## src/rtl/core/ubxfp_pkg.sv

```systemverilog
package ubxfp_pkg;

	localparam logic [7:0] SYNC_FIRST   = 8'hB5;
	localparam logic [7:0] SYNC_SECOND  = 8'h62;
	localparam logic [7:0] PVT_CLASS    = 8'h01;
	localparam logic [7:0] PVT_ID       = 8'h07;
	localparam int         PVT_LENGTH   = 92;
	localparam logic [7:0] ACK_CLASS    = 8'h05;
	localparam logic [7:0] VALGET_CLASS = 8'h06;
	localparam logic [7:0] VALGET_ID    = 8'h8B;

	localparam logic [2:0] ST_NONE   = 3'd0;
	localparam logic [2:0] ST_PVT    = 3'd1;
	localparam logic [2:0] ST_ACK    = 3'd2;
	localparam logic [2:0] ST_VALGET = 3'd3;
	localparam logic [2:0] ST_ERROR  = 3'd4;

	localparam logic [1:0] REG_PVT_ENABLE    = 2'd0;
	localparam logic [1:0] REG_ACK_ENABLE    = 2'd1;
	localparam logic [1:0] REG_VALGET_ENABLE = 2'd2;

	localparam logic [3:0] PVT_LAST_INDEX    = 4'd14;
	localparam logic [3:0] VALGET_LAST_INDEX = 4'd1;

	typedef enum logic [1:0] {
		SIZE_BYTE = 2'd0,
		SIZE_HALF = 2'd1,
		SIZE_WORD = 2'd2
	} field_size_t;

	// capture word (four payload bytes) that holds a reported field
	function automatic logic [3:0] field_word(input logic is_valget, input logic [3:0] idx);
		logic [3:0] w;
		w = 4'd0;
		if (is_valget) begin
			w = (idx == 4'd0) ? 4'd0 : 4'd1;
		end else begin
			case (idx) inside
				4'd0:           w = 4'd0;
				4'd1:           w = 4'd6;
				4'd2:           w = 4'd7;
				4'd3:           w = 4'd8;
				4'd4:           w = 4'd9;
				4'd5:           w = 4'd10;
				[4'd6:4'd8]:    w = 4'd5;
				[4'd9:4'd11]:   w = 4'd1;
				[4'd12:4'd14]:  w = 4'd2;
				default:        w = 4'd0;
			endcase
		end
		return w;
	endfunction

	// pick the field's bytes out of its capture word, zero extended
	function automatic logic [31:0] field_pick(input logic is_valget, input logic [3:0] idx,
			input logic [31:0] word);
		logic [1:0]  lane;
		field_size_t size;
		logic [31:0] shifted;
		logic [31:0] v;
		lane = 2'd0;
		size = SIZE_WORD;
		if (is_valget) begin
			size = (idx == 4'd0) ? SIZE_WORD : SIZE_BYTE;
		end else begin
			case (idx) inside
				[4'd0:4'd5]: size = SIZE_WORD;
				4'd6:  begin lane = 2'd0; size = SIZE_BYTE; end
				4'd7:  begin lane = 2'd1; size = SIZE_BYTE; end
				4'd8:  begin lane = 2'd3; size = SIZE_BYTE; end
				4'd9:  begin lane = 2'd0; size = SIZE_HALF; end
				4'd10: begin lane = 2'd2; size = SIZE_BYTE; end
				4'd11: begin lane = 2'd3; size = SIZE_BYTE; end
				4'd12: begin lane = 2'd0; size = SIZE_BYTE; end
				4'd13: begin lane = 2'd1; size = SIZE_BYTE; end
				4'd14: begin lane = 2'd2; size = SIZE_BYTE; end
				default: size = SIZE_WORD;
			endcase
		end
		shifted = word >> {lane, 3'b000};
		case (size)
			SIZE_BYTE: v = {24'd0, shifted[7:0]};
			SIZE_HALF: v = {16'd0, shifted[15:0]};
			default:   v = word;
		endcase
		return v;
	endfunction

endpackage

```

## src/rtl/core/ubx_frame_parser_unit.sv

```systemverilog
// channel  | direction | payload
// s_*      | in        | tdata[7:0] rx_byte
// m_*      | out       | tuser[2:0] status; tdata[3:0] field_index, [35:4] field_value;
//          |           | tlast last
// apb      | in/out    | 0x0 pvt_enable, 0x4 ack_enable, 0x8 valget_enable
//
// Outside a field run, one byte is taken per cycle while the output register is free
// or being drained. A byte ending a NAV-PVT frame yields 15 items, a VALGET frame 2:
// the first word is read from the dual-port capture memory into a register, then one
// item per cycle while the output is free; input is held until the run is out.
// arst_n clears the parse state at once and sets the enables; no memory clearing pass.
// A stall on m_tready holds the output register and, with it, the input side.
module ubx_frame_parser_unit #(
	parameter int MAX_PAYLOAD  = 256,
	parameter int HEAD_CAPTURE = 48
) (
	input  logic        clk,
	input  logic        arst_n,
	input  logic        s_tvalid,
	output logic        s_tready,
	input  logic [7:0]  s_tdata,   // [7:0] rx_byte
	output logic        m_tvalid,
	input  logic        m_tready,
	output logic [39:0] m_tdata,   // [3:0] field_index, [35:4] field_value, [39:36] zero
	output logic [2:0]  m_tuser,   // [2:0] status
	output logic        m_tlast,
	input  logic        psel,
	input  logic        penable,
	input  logic        pwrite,
	input  logic [3:0]  paddr,
	input  logic [31:0] pwdata,
	output logic [31:0] prdata,
	output logic        pready
);

	localparam int LW         = $clog2(MAX_PAYLOAD + 1);
	localparam int HEAD_WORDS = (HEAD_CAPTURE + 3) / 4;
	localparam int AW         = $clog2(HEAD_WORDS);

	localparam logic [3:0] PH_SYNC1   = 4'd0;
	localparam logic [3:0] PH_SYNC2   = 4'd1;
	localparam logic [3:0] PH_CLASS   = 4'd2;
	localparam logic [3:0] PH_ID      = 4'd3;
	localparam logic [3:0] PH_LEN1    = 4'd4;
	localparam logic [3:0] PH_LEN2    = 4'd5;
	localparam logic [3:0] PH_PAYLOAD = 4'd6;
	localparam logic [3:0] PH_CKA     = 4'd7;
	localparam logic [3:0] PH_CKB     = 4'd8;

	// configuration
	logic pvt_en_q, ack_en_q, valget_en_q;
	logic cfg_wr;

	assign pready = 1'b1;
	assign cfg_wr = psel & penable & pwrite & pready;

	always_ff @(posedge clk or negedge arst_n) begin
		if (!arst_n) begin
			pvt_en_q    <= 1'b1;
			ack_en_q    <= 1'b1;
			valget_en_q <= 1'b1;
		end else if (cfg_wr) begin
			case (paddr[3:2])
				ubxfp_pkg::REG_PVT_ENABLE:    pvt_en_q    <= pwdata[0];
				ubxfp_pkg::REG_ACK_ENABLE:    ack_en_q    <= pwdata[0];
				ubxfp_pkg::REG_VALGET_ENABLE: valget_en_q <= pwdata[0];
				default: ;
			endcase
		end
	end

	always_comb begin
		case (paddr[3:2])
			ubxfp_pkg::REG_PVT_ENABLE:    prdata = {31'd0, pvt_en_q};
			ubxfp_pkg::REG_ACK_ENABLE:    prdata = {31'd0, ack_en_q};
			ubxfp_pkg::REG_VALGET_ENABLE: prdata = {31'd0, valget_en_q};
			default:                      prdata = 32'd0;
		endcase
	end

	// parse state
	logic [3:0]    phase_q, phase_d;
	logic [7:0]    class_q, class_d;
	logic [7:0]    id_q, id_d;
	logic [7:0]    len_lo_q, len_lo_d;
	logic [LW-1:0] length_q, length_d;
	logic [LW-1:0] pos_q, pos_d;
	logic [7:0]    sum_a_q, sum_a_d;
	logic [7:0]    sum_b_q, sum_b_d;
	logic [7:0]    check_a_q, check_a_d;

	// output register and field run
	logic        out_valid_q;
	logic [2:0]  out_status_q;
	logic [3:0]  out_index_q;
	logic [31:0] out_value_q;
	logic        out_last_q;
	logic        run_active_q;
	logic        run_valget_q, run_valget_d;
	logic [3:0]  run_idx_q, run_idx_d;
	logic        run_last;

	logic        accept, out_free, run_load;
	logic [7:0]  b;
	logic [7:0]  add_a, add_b;
	logic [15:0] len16;
	logic [LW-1:0] pos_inc;
	logic        check_ok;
	logic        start_run, start_valget;
	logic [2:0]  one_status;
	logic [31:0] one_value;
	logic        mem_we;

	logic [31:0]   head_mem [HEAD_WORDS];
	logic [31:0]   rd_word_q;
	logic [AW-1:0] rd_addr;

	assign b        = s_tdata;
	assign out_free = !out_valid_q || m_tready;
	assign s_tready = !run_active_q && out_free;
	assign accept   = s_tvalid && s_tready;
	assign run_load = run_active_q && out_free;
	assign run_last = run_valget_q ? (run_idx_q == ubxfp_pkg::VALGET_LAST_INDEX)
	                               : (run_idx_q == ubxfp_pkg::PVT_LAST_INDEX);

	assign add_a    = sum_a_q + b;
	assign add_b    = sum_b_q + add_a;
	assign len16    = {b, len_lo_q};
	assign pos_inc  = pos_q + LW'(1);
	assign check_ok = (check_a_q == sum_a_q) && (b == sum_b_q);

	always_comb begin
		phase_d      = phase_q;
		class_d      = class_q;
		id_d         = id_q;
		len_lo_d     = len_lo_q;
		length_d     = length_q;
		pos_d        = pos_q;
		sum_a_d      = sum_a_q;
		sum_b_d      = sum_b_q;
		check_a_d    = check_a_q;
		one_status   = ubxfp_pkg::ST_NONE;
		one_value    = 32'd0;
		start_run    = 1'b0;
		start_valget = 1'b0;
		mem_we       = 1'b0;
		case (phase_q)
			PH_SYNC1: begin
				if (b == ubxfp_pkg::SYNC_FIRST) phase_d = PH_SYNC2;
			end
			PH_SYNC2: begin
				phase_d = (b == ubxfp_pkg::SYNC_SECOND) ? PH_CLASS : PH_SYNC1;
			end
			PH_CLASS: begin
				class_d = b;
				sum_a_d = b;
				sum_b_d = b;
				phase_d = PH_ID;
			end
			PH_ID: begin
				id_d    = b;
				sum_a_d = add_a;
				sum_b_d = add_b;
				phase_d = PH_LEN1;
			end
			PH_LEN1: begin
				len_lo_d = b;
				sum_a_d  = add_a;
				sum_b_d  = add_b;
				phase_d  = PH_LEN2;
			end
			PH_LEN2: begin
				if (len16 > 16'(MAX_PAYLOAD)) begin
					one_status = ubxfp_pkg::ST_ERROR;
					phase_d    = PH_SYNC1;
					sum_a_d    = 8'd0;
					sum_b_d    = 8'd0;
					pos_d      = '0;
				end else begin
					sum_a_d  = add_a;
					sum_b_d  = add_b;
					length_d = LW'(len16);
					pos_d    = '0;
					phase_d  = (len16 != 16'd0) ? PH_PAYLOAD : PH_CKA;
				end
			end
			PH_PAYLOAD: begin
				mem_we  = (pos_q < LW'(HEAD_CAPTURE));
				pos_d   = pos_inc;
				sum_a_d = add_a;
				sum_b_d = add_b;
				if (pos_inc >= length_q) phase_d = PH_CKA;
			end
			PH_CKA: begin
				check_a_d = b;
				phase_d   = PH_CKB;
			end
			PH_CKB: begin
				if (!check_ok) begin
					one_status = ubxfp_pkg::ST_ERROR;
				end else if (class_q == ubxfp_pkg::PVT_CLASS && id_q == ubxfp_pkg::PVT_ID &&
						length_q == LW'(ubxfp_pkg::PVT_LENGTH) && pvt_en_q) begin
					start_run = 1'b1;
				end else if (class_q == ubxfp_pkg::ACK_CLASS && ack_en_q &&
						length_q == LW'(2)) begin
					one_status = ubxfp_pkg::ST_ACK;
					one_value  = {24'd0, id_q};
				end else if (class_q == ubxfp_pkg::VALGET_CLASS &&
						id_q == ubxfp_pkg::VALGET_ID && valget_en_q &&
						length_q >= LW'(5)) begin
					start_run    = 1'b1;
					start_valget = 1'b1;
				end
				phase_d = PH_SYNC1;
				sum_a_d = 8'd0;
				sum_b_d = 8'd0;
				pos_d   = '0;
			end
			default: begin
				phase_d = PH_SYNC1;
				sum_a_d = 8'd0;
				sum_b_d = 8'd0;
				pos_d   = '0;
			end
		endcase
	end

	always_ff @(posedge clk or negedge arst_n) begin
		if (!arst_n) begin
			phase_q   <= PH_SYNC1;
			class_q   <= 8'd0;
			id_q      <= 8'd0;
			len_lo_q  <= 8'd0;
			length_q  <= '0;
			pos_q     <= '0;
			sum_a_q   <= 8'd0;
			sum_b_q   <= 8'd0;
			check_a_q <= 8'd0;
		end else if (accept) begin
			phase_q   <= phase_d;
			class_q   <= class_d;
			id_q      <= id_d;
			len_lo_q  <= len_lo_d;
			length_q  <= length_d;
			pos_q     <= pos_d;
			sum_a_q   <= sum_a_d;
			sum_b_q   <= sum_b_d;
			check_a_q <= check_a_d;
		end
	end

	// capture memory: one byte lane written per payload byte among the first HEAD_CAPTURE, one word read per cycle
	always_comb begin
		run_idx_d    = run_idx_q;
		run_valget_d = run_valget_q;
		if (accept && start_run) begin
			run_idx_d    = 4'd0;
			run_valget_d = start_valget;
		end else if (run_load) begin
			run_idx_d = run_idx_q + 4'd1;
		end
	end

	assign rd_addr = AW'(ubxfp_pkg::field_word(run_valget_d, run_idx_d));

	always_ff @(posedge clk) begin
		if (accept && mem_we) begin
			head_mem[pos_q[AW+1:2]][{pos_q[1:0], 3'b000} +: 8] <= b;
		end
		rd_word_q <= head_mem[rd_addr];
	end

	always_ff @(posedge clk or negedge arst_n) begin
		if (!arst_n) begin
			run_active_q <= 1'b0;
			run_valget_q <= 1'b0;
			run_idx_q    <= 4'd0;
		end else begin
			run_valget_q <= run_valget_d;
			run_idx_q    <= run_idx_d;
			if (accept && start_run) begin
				run_active_q <= 1'b1;
			end else if (run_load && run_last) begin
				run_active_q <= 1'b0;
			end
		end
	end

	always_ff @(posedge clk or negedge arst_n) begin
		if (!arst_n) begin
			out_valid_q <= 1'b0;
		end else if (accept && !start_run) begin
			out_valid_q <= 1'b1;
		end else if (run_load) begin
			out_valid_q <= 1'b1;
		end else if (m_tready) begin
			out_valid_q <= 1'b0;
		end
	end

	always_ff @(posedge clk) begin
		if (accept && !start_run) begin
			out_status_q <= one_status;
			out_index_q  <= 4'd0;
			out_value_q  <= one_value;
			out_last_q   <= 1'b1;
		end else if (run_load) begin
			out_status_q <= run_valget_q ? ubxfp_pkg::ST_VALGET : ubxfp_pkg::ST_PVT;
			out_index_q  <= run_idx_q;
			out_value_q  <= ubxfp_pkg::field_pick(run_valget_q, run_idx_q, rd_word_q);
			out_last_q   <= run_last;
		end
	end

	assign m_tvalid = out_valid_q;
	assign m_tuser  = out_status_q;
	assign m_tdata  = {4'd0, out_value_q, out_index_q};
	assign m_tlast  = out_last_q;

	a_run_holds_input: assert property (@(posedge clk) disable iff (!arst_n)
		run_active_q |-> !s_tready)
		else $error("input taken during a field run");

	a_request_yields_output: assert property (@(posedge clk) disable iff (!arst_n)
		(s_tvalid && s_tready) |=> (m_tvalid || run_active_q))
		else $error("accepted byte produced no result");

	a_open_run_status: assert property (@(posedge clk) disable iff (!arst_n)
		(m_tvalid && !m_tlast) |->
			(m_tuser == ubxfp_pkg::ST_PVT || m_tuser == ubxfp_pkg::ST_VALGET))
		else $error("multi-item run with wrong status");

	a_run_index_range: assert property (@(posedge clk) disable iff (!arst_n)
		run_active_q |-> (run_idx_q <= ubxfp_pkg::PVT_LAST_INDEX))
		else $error("field run index out of range");

endmodule

```

## config.mk

```make
export PLATFORM = sky130hd
export DESIGN_NAME = ubx_frame_parser_unit
export DESIGN_NICKNAME = d
export VERILOG_FILES = /design/src/rtl/core/ubxfp_pkg.sv /design/src/rtl/core/ubx_frame_parser_unit.sv
export SDC_FILE = /design/constraint.sdc
export NUM_CORES = 1
export LEC_CHECK = 0
export ABC_AREA = 1
export BUFFER_PORTS_ARGS = -buffer_cell sky130_fd_sc_hd__buf_2
export CORE_MARGIN = 2
export CORE_UTILIZATION = 54
export DETAILED_ROUTE_END_ITERATION = 8
export PLACE_DENSITY = 0.72
export SYNTH_ARGS = -nofsm -noshare
export SYNTH_HDL_FRONTEND = slang
export SYNTH_SLANG_ARGS = --single-unit
```

## constraint.sdc

```tcl
create_clock -name clk -period 4.3 [get_ports clk]
set_input_delay 0.645 -clock clk [delete_from_list [all_inputs] [get_ports clk]]
set_output_delay 0.645 -clock clk [all_outputs]
set_load 0.05 [all_outputs]
```

==> metrics.cfg <==
[grt]
grt_pass1_vias = 16981
grt_overflow = 0
grt_usage_pct = 25.3
grt_pass1_wl_um = 93900
grt_start_max_net_pins = 97
antenna_found_initial = 0

[critical_path]
crit_path_start_kind = flop
required_ns = 4.78
critical_path_class = reg -> reg
end_kind = flop
arrival_ns = 3.92
path_max_fanout = 73

[placement]
io_buffers = 60
dp.cells = 3177
dp_hpwl_um = 40100
gp_congestion = 0.918

[die]
die_w_um = 221
start_util_pct = 54.6
io-pin-count = 130
die_area_mm2 = 0.0487
fp.dieH_um = 221
design.core.area_mm2 = 0.0465
row_count = 79

[sta]
slew_headroom_pct = 24.2
hold_viol_final = 0
skew_ns = 0.0155
final.setup.tns_ns = 0
setup_viol = 0
fin_crit_sh_pct = 80.1
grt_setup_unrepaired = false
hold_ws_ns = 0.198
fmax_mhz = 291
worst_pin_slew_ns = 1.13
drv_slew = 0
post-route-min-period_ns = 3.44

[detailed_routing]
route.met2.wl_um = 28600
ant_nets = 0
wl_um = 60700
drt_iter0_drc = 1926
wl_per_cell_um = 18.5
vias = 18084
drt-pass1-iter-count = 6
wl_met1_um = 25000
met3WireLength_um = 4780
route.detailed.drc = 0
routed_via_density = 5.52
top_layer_used = met4

[layout]
fin_cells = 3277
n_antenna_cell = 0
layout-drive-gt1-share_pct = 9.48
final_core_util_pct = 60.1
area_growth_pct = 10.1
nets = 2713
seq_area_mm2 = 0.0153
fillerInstances = 3669
multi_input_area_mm2 = 0.00747

[synth]
synthArstFlopShare_pct = 14.9
yosysSeqAreaShare_pct = 60.5
ys_ff_latch = 536
ys.flop_type = edfxtp_1
syn_inst = 2580
synth_cell_types = 50
yosys_warnings = 0
syn-mean-instance-area_um2 = 9.83
synth_edf_count = 419
syn_area_mm2 = 0.0254

[outcome]
outcome = finished, final reports clean

[clocking]
insertion_delay_ns = 0.60
cts_resized = 0
numClockSinks = 536
cts_hold_buffers = 0
cts-root-buf = clkbuf_16
post_cts_buffers = 0
cts_buffer_depth = 3
cts_tree = built
h-tree-depth = 2
cts_made_buffers = 54
clk_pin_slew_worst_paths_ns = 0.06

[min_path]
hold_class = in -> async

[run]
maxCapViolations = 0

[power_and_ir_drop]
p_per_area_mw_per_mm2 = 814
power_leakage_uw = 0.0121
peakVddDrop_mv = 0.840
total_power_uw = 22700

==> cells in the mapped netlist, types with 2 or more instances <==
cell type | n | area, µm²
nand2_1 | 548 | 2060
edfxtp_1 | 419 | 12600
inv_1 | 419 | 1570
nand3_1 | 362 | 1810
nor2_1 | 140 | 526
o21ai_0 | 98 | 490
dfrtp_1 | 77 | 1930
o211ai_1 | 59 | 443
buf_4 | 46 | 345
buf_2 | 42 | 210
clkbuf_1 | 39 | 146
nor3_1 | 39 | 195
dfxtp_1 | 37 | 741
a21oi_1 | 35 | 175
buf_6 | 35 | 394
ha_1 | 34 | 425
o211ai_2 | 23 | 288
nand3b_1 | 19 | 143
xor2_1 | 16 | 140
xnor2_1 | 12 | 105
o22ai_1 | 11 | 68.8
a22oi_1 | 8 | 60.1
nand2_2 | 8 | 50.1
nand4_1 | 8 | 50.1
inv_2 | 6 | 22.5
nor4_1 | 5 | 31.3
a31oi_1 | 3 | 18.8
clkinv_2 | 3 | 15.0
dfstp_2 | 3 | 78.8
a211oi_1 | 2 | 15.0
conb_1 | 2 | 7.51
fa_1 | 2 | 40.0
o21bai_1 | 2 | 15.0
or2_2 | 2 | 12.5
==> stage by stage <==
stage	setup WS, ns	instance area (µm²)
after floorplan	1.20	25500
after global placement	0.585	26100
after detailed placement	0.494	26100
after CTS	0.895	27900
after global routing	0.635	27900
final	0.858	27900
==> power by group <==
part	switching, µW	internal (µW)	total [µW]
Sequential	344	6310	6660
Combinational	7890	3400	11300
Clock	1940	2830	4770
==> final timing paths <==
check | from | to | slack [ns] | depth (start not counted)
max | phase_q[1]$_DFFE_PN0P_ | rd_word_q[2]$_DFF_P_ | 0.86 | 16
min in group clk | pwdata[0] | valget_en_q$_DFFE_PN1P_ | 0.32 | 3
max reg2reg | phase_q[1]$_DFFE_PN0P_ | rd_word_q[2]$_DFF_P_ | 0.86 | 16
max in group asynchronous | arst_n | phase_q[0]$_DFFE_PN0P_ | 3.36 | 1
min | arst_n | m_tvalid$_DFFE_PN0P_ | 0.20 | 1
min reg2reg | out_index_q[3]$_SDFFE_PP0P_ | out_index_q[3]$_SDFFE_PP0P_ | 0.46 | 2
==> worst max-delay path, stage by stage, from the launching register on <==
cell     delay (ns)
dfrtp_1        0.46
nor2_1         0.19
inv_1          0.07
nor3_1         0.51
nand2_1        0.16
nor2_1         0.20
nand3_1        0.16
nand2_2        0.15
nor2_1         0.08
nand2_4        0.13
buf_12         0.34
buf_12         0.26
nand3_1        0.09
nand3_1        0.10
nand3_1        0.13
nand3_1        0.18
nand2_1        0.06
==> final cells by class <==
cell class              count  share of cell area [%]
clock buffers              73                    5.58
clock inverters            27                   0.941
inverters                 428                    5.77
multi-input cells        1487                    26.8
flip-flops and latches    536                    54.9
well taps                 607                    2.72
repair buffers            119                    3.30
==> sequential cells by signal (all words and copies together), names as in the netlist <==
name,flops
sum_a_q,8
out_value_q,32
check_a_q,8
out_index_q,4
valget_en_q,1
run_valget_q,1
len_lo_q,8
phase_q,4
pvt_en_q,1
length_q,9
run_idx_q,4
run_active_q,1
id_q,8
class_q,8
pos_q,9
m_tvalid,1
rd_word_q,32
m_tuser,3
sum_b_q,8
ack_en_q,1
m_tlast,1
head_mem,384
==> cells in the final DEF, fill, tap and decap left out, types with 6 or more instances in the layout <==
cell type	count
a22oi_1	8
nor2_1	140
clkinv_1	7
clkbuf_1	10
nand3_1	362
o22ai_1	11
o211ai_1	59
nand3b_1	19
ha_1	34
clkinv_2	14
a21oi_1	35
xnor2_1	12
inv_1	419
nand4_1	8
clkbuf_16	58
conb_1	36
buf_4	46
edfxtp_1	419
dfrtp_1	77
inv_2	6
o21ai_0	98
o211ai_2	23
nor3_1	39
buf_12	14
nand2_1	548
xor2_1	16
nand2_2	6
dfxtp_1	37
buf_2	59
==> kinds of logic (layout without fill, tap and decap cells) <==
logic type      after synthesis  in the layout  share of synthesized area (%)
xor+xnor                     28             28                          0.967
other cells                   2             36                         0.0296
buf+inv                     591            647                           10.7
fa+ha+maj                    36             36                           1.84
flops                       536            536                           60.5
compound gates              250            250                           6.55
simple gates               1137           1137                           19.5
==> routing by layer <==
| metal | vias to the layer above | GRT usage [%] |
|---|---|---|
| li1 | 8570 | - |
| met1 | 8589 | 34.4 |
| met2 | 780 | 40.9 |
| met3 | 145 | 3.95 |
| met4 | 0 | 10.2 |
| met5 | - | 0 |
(Power assumes the default switching activity.)
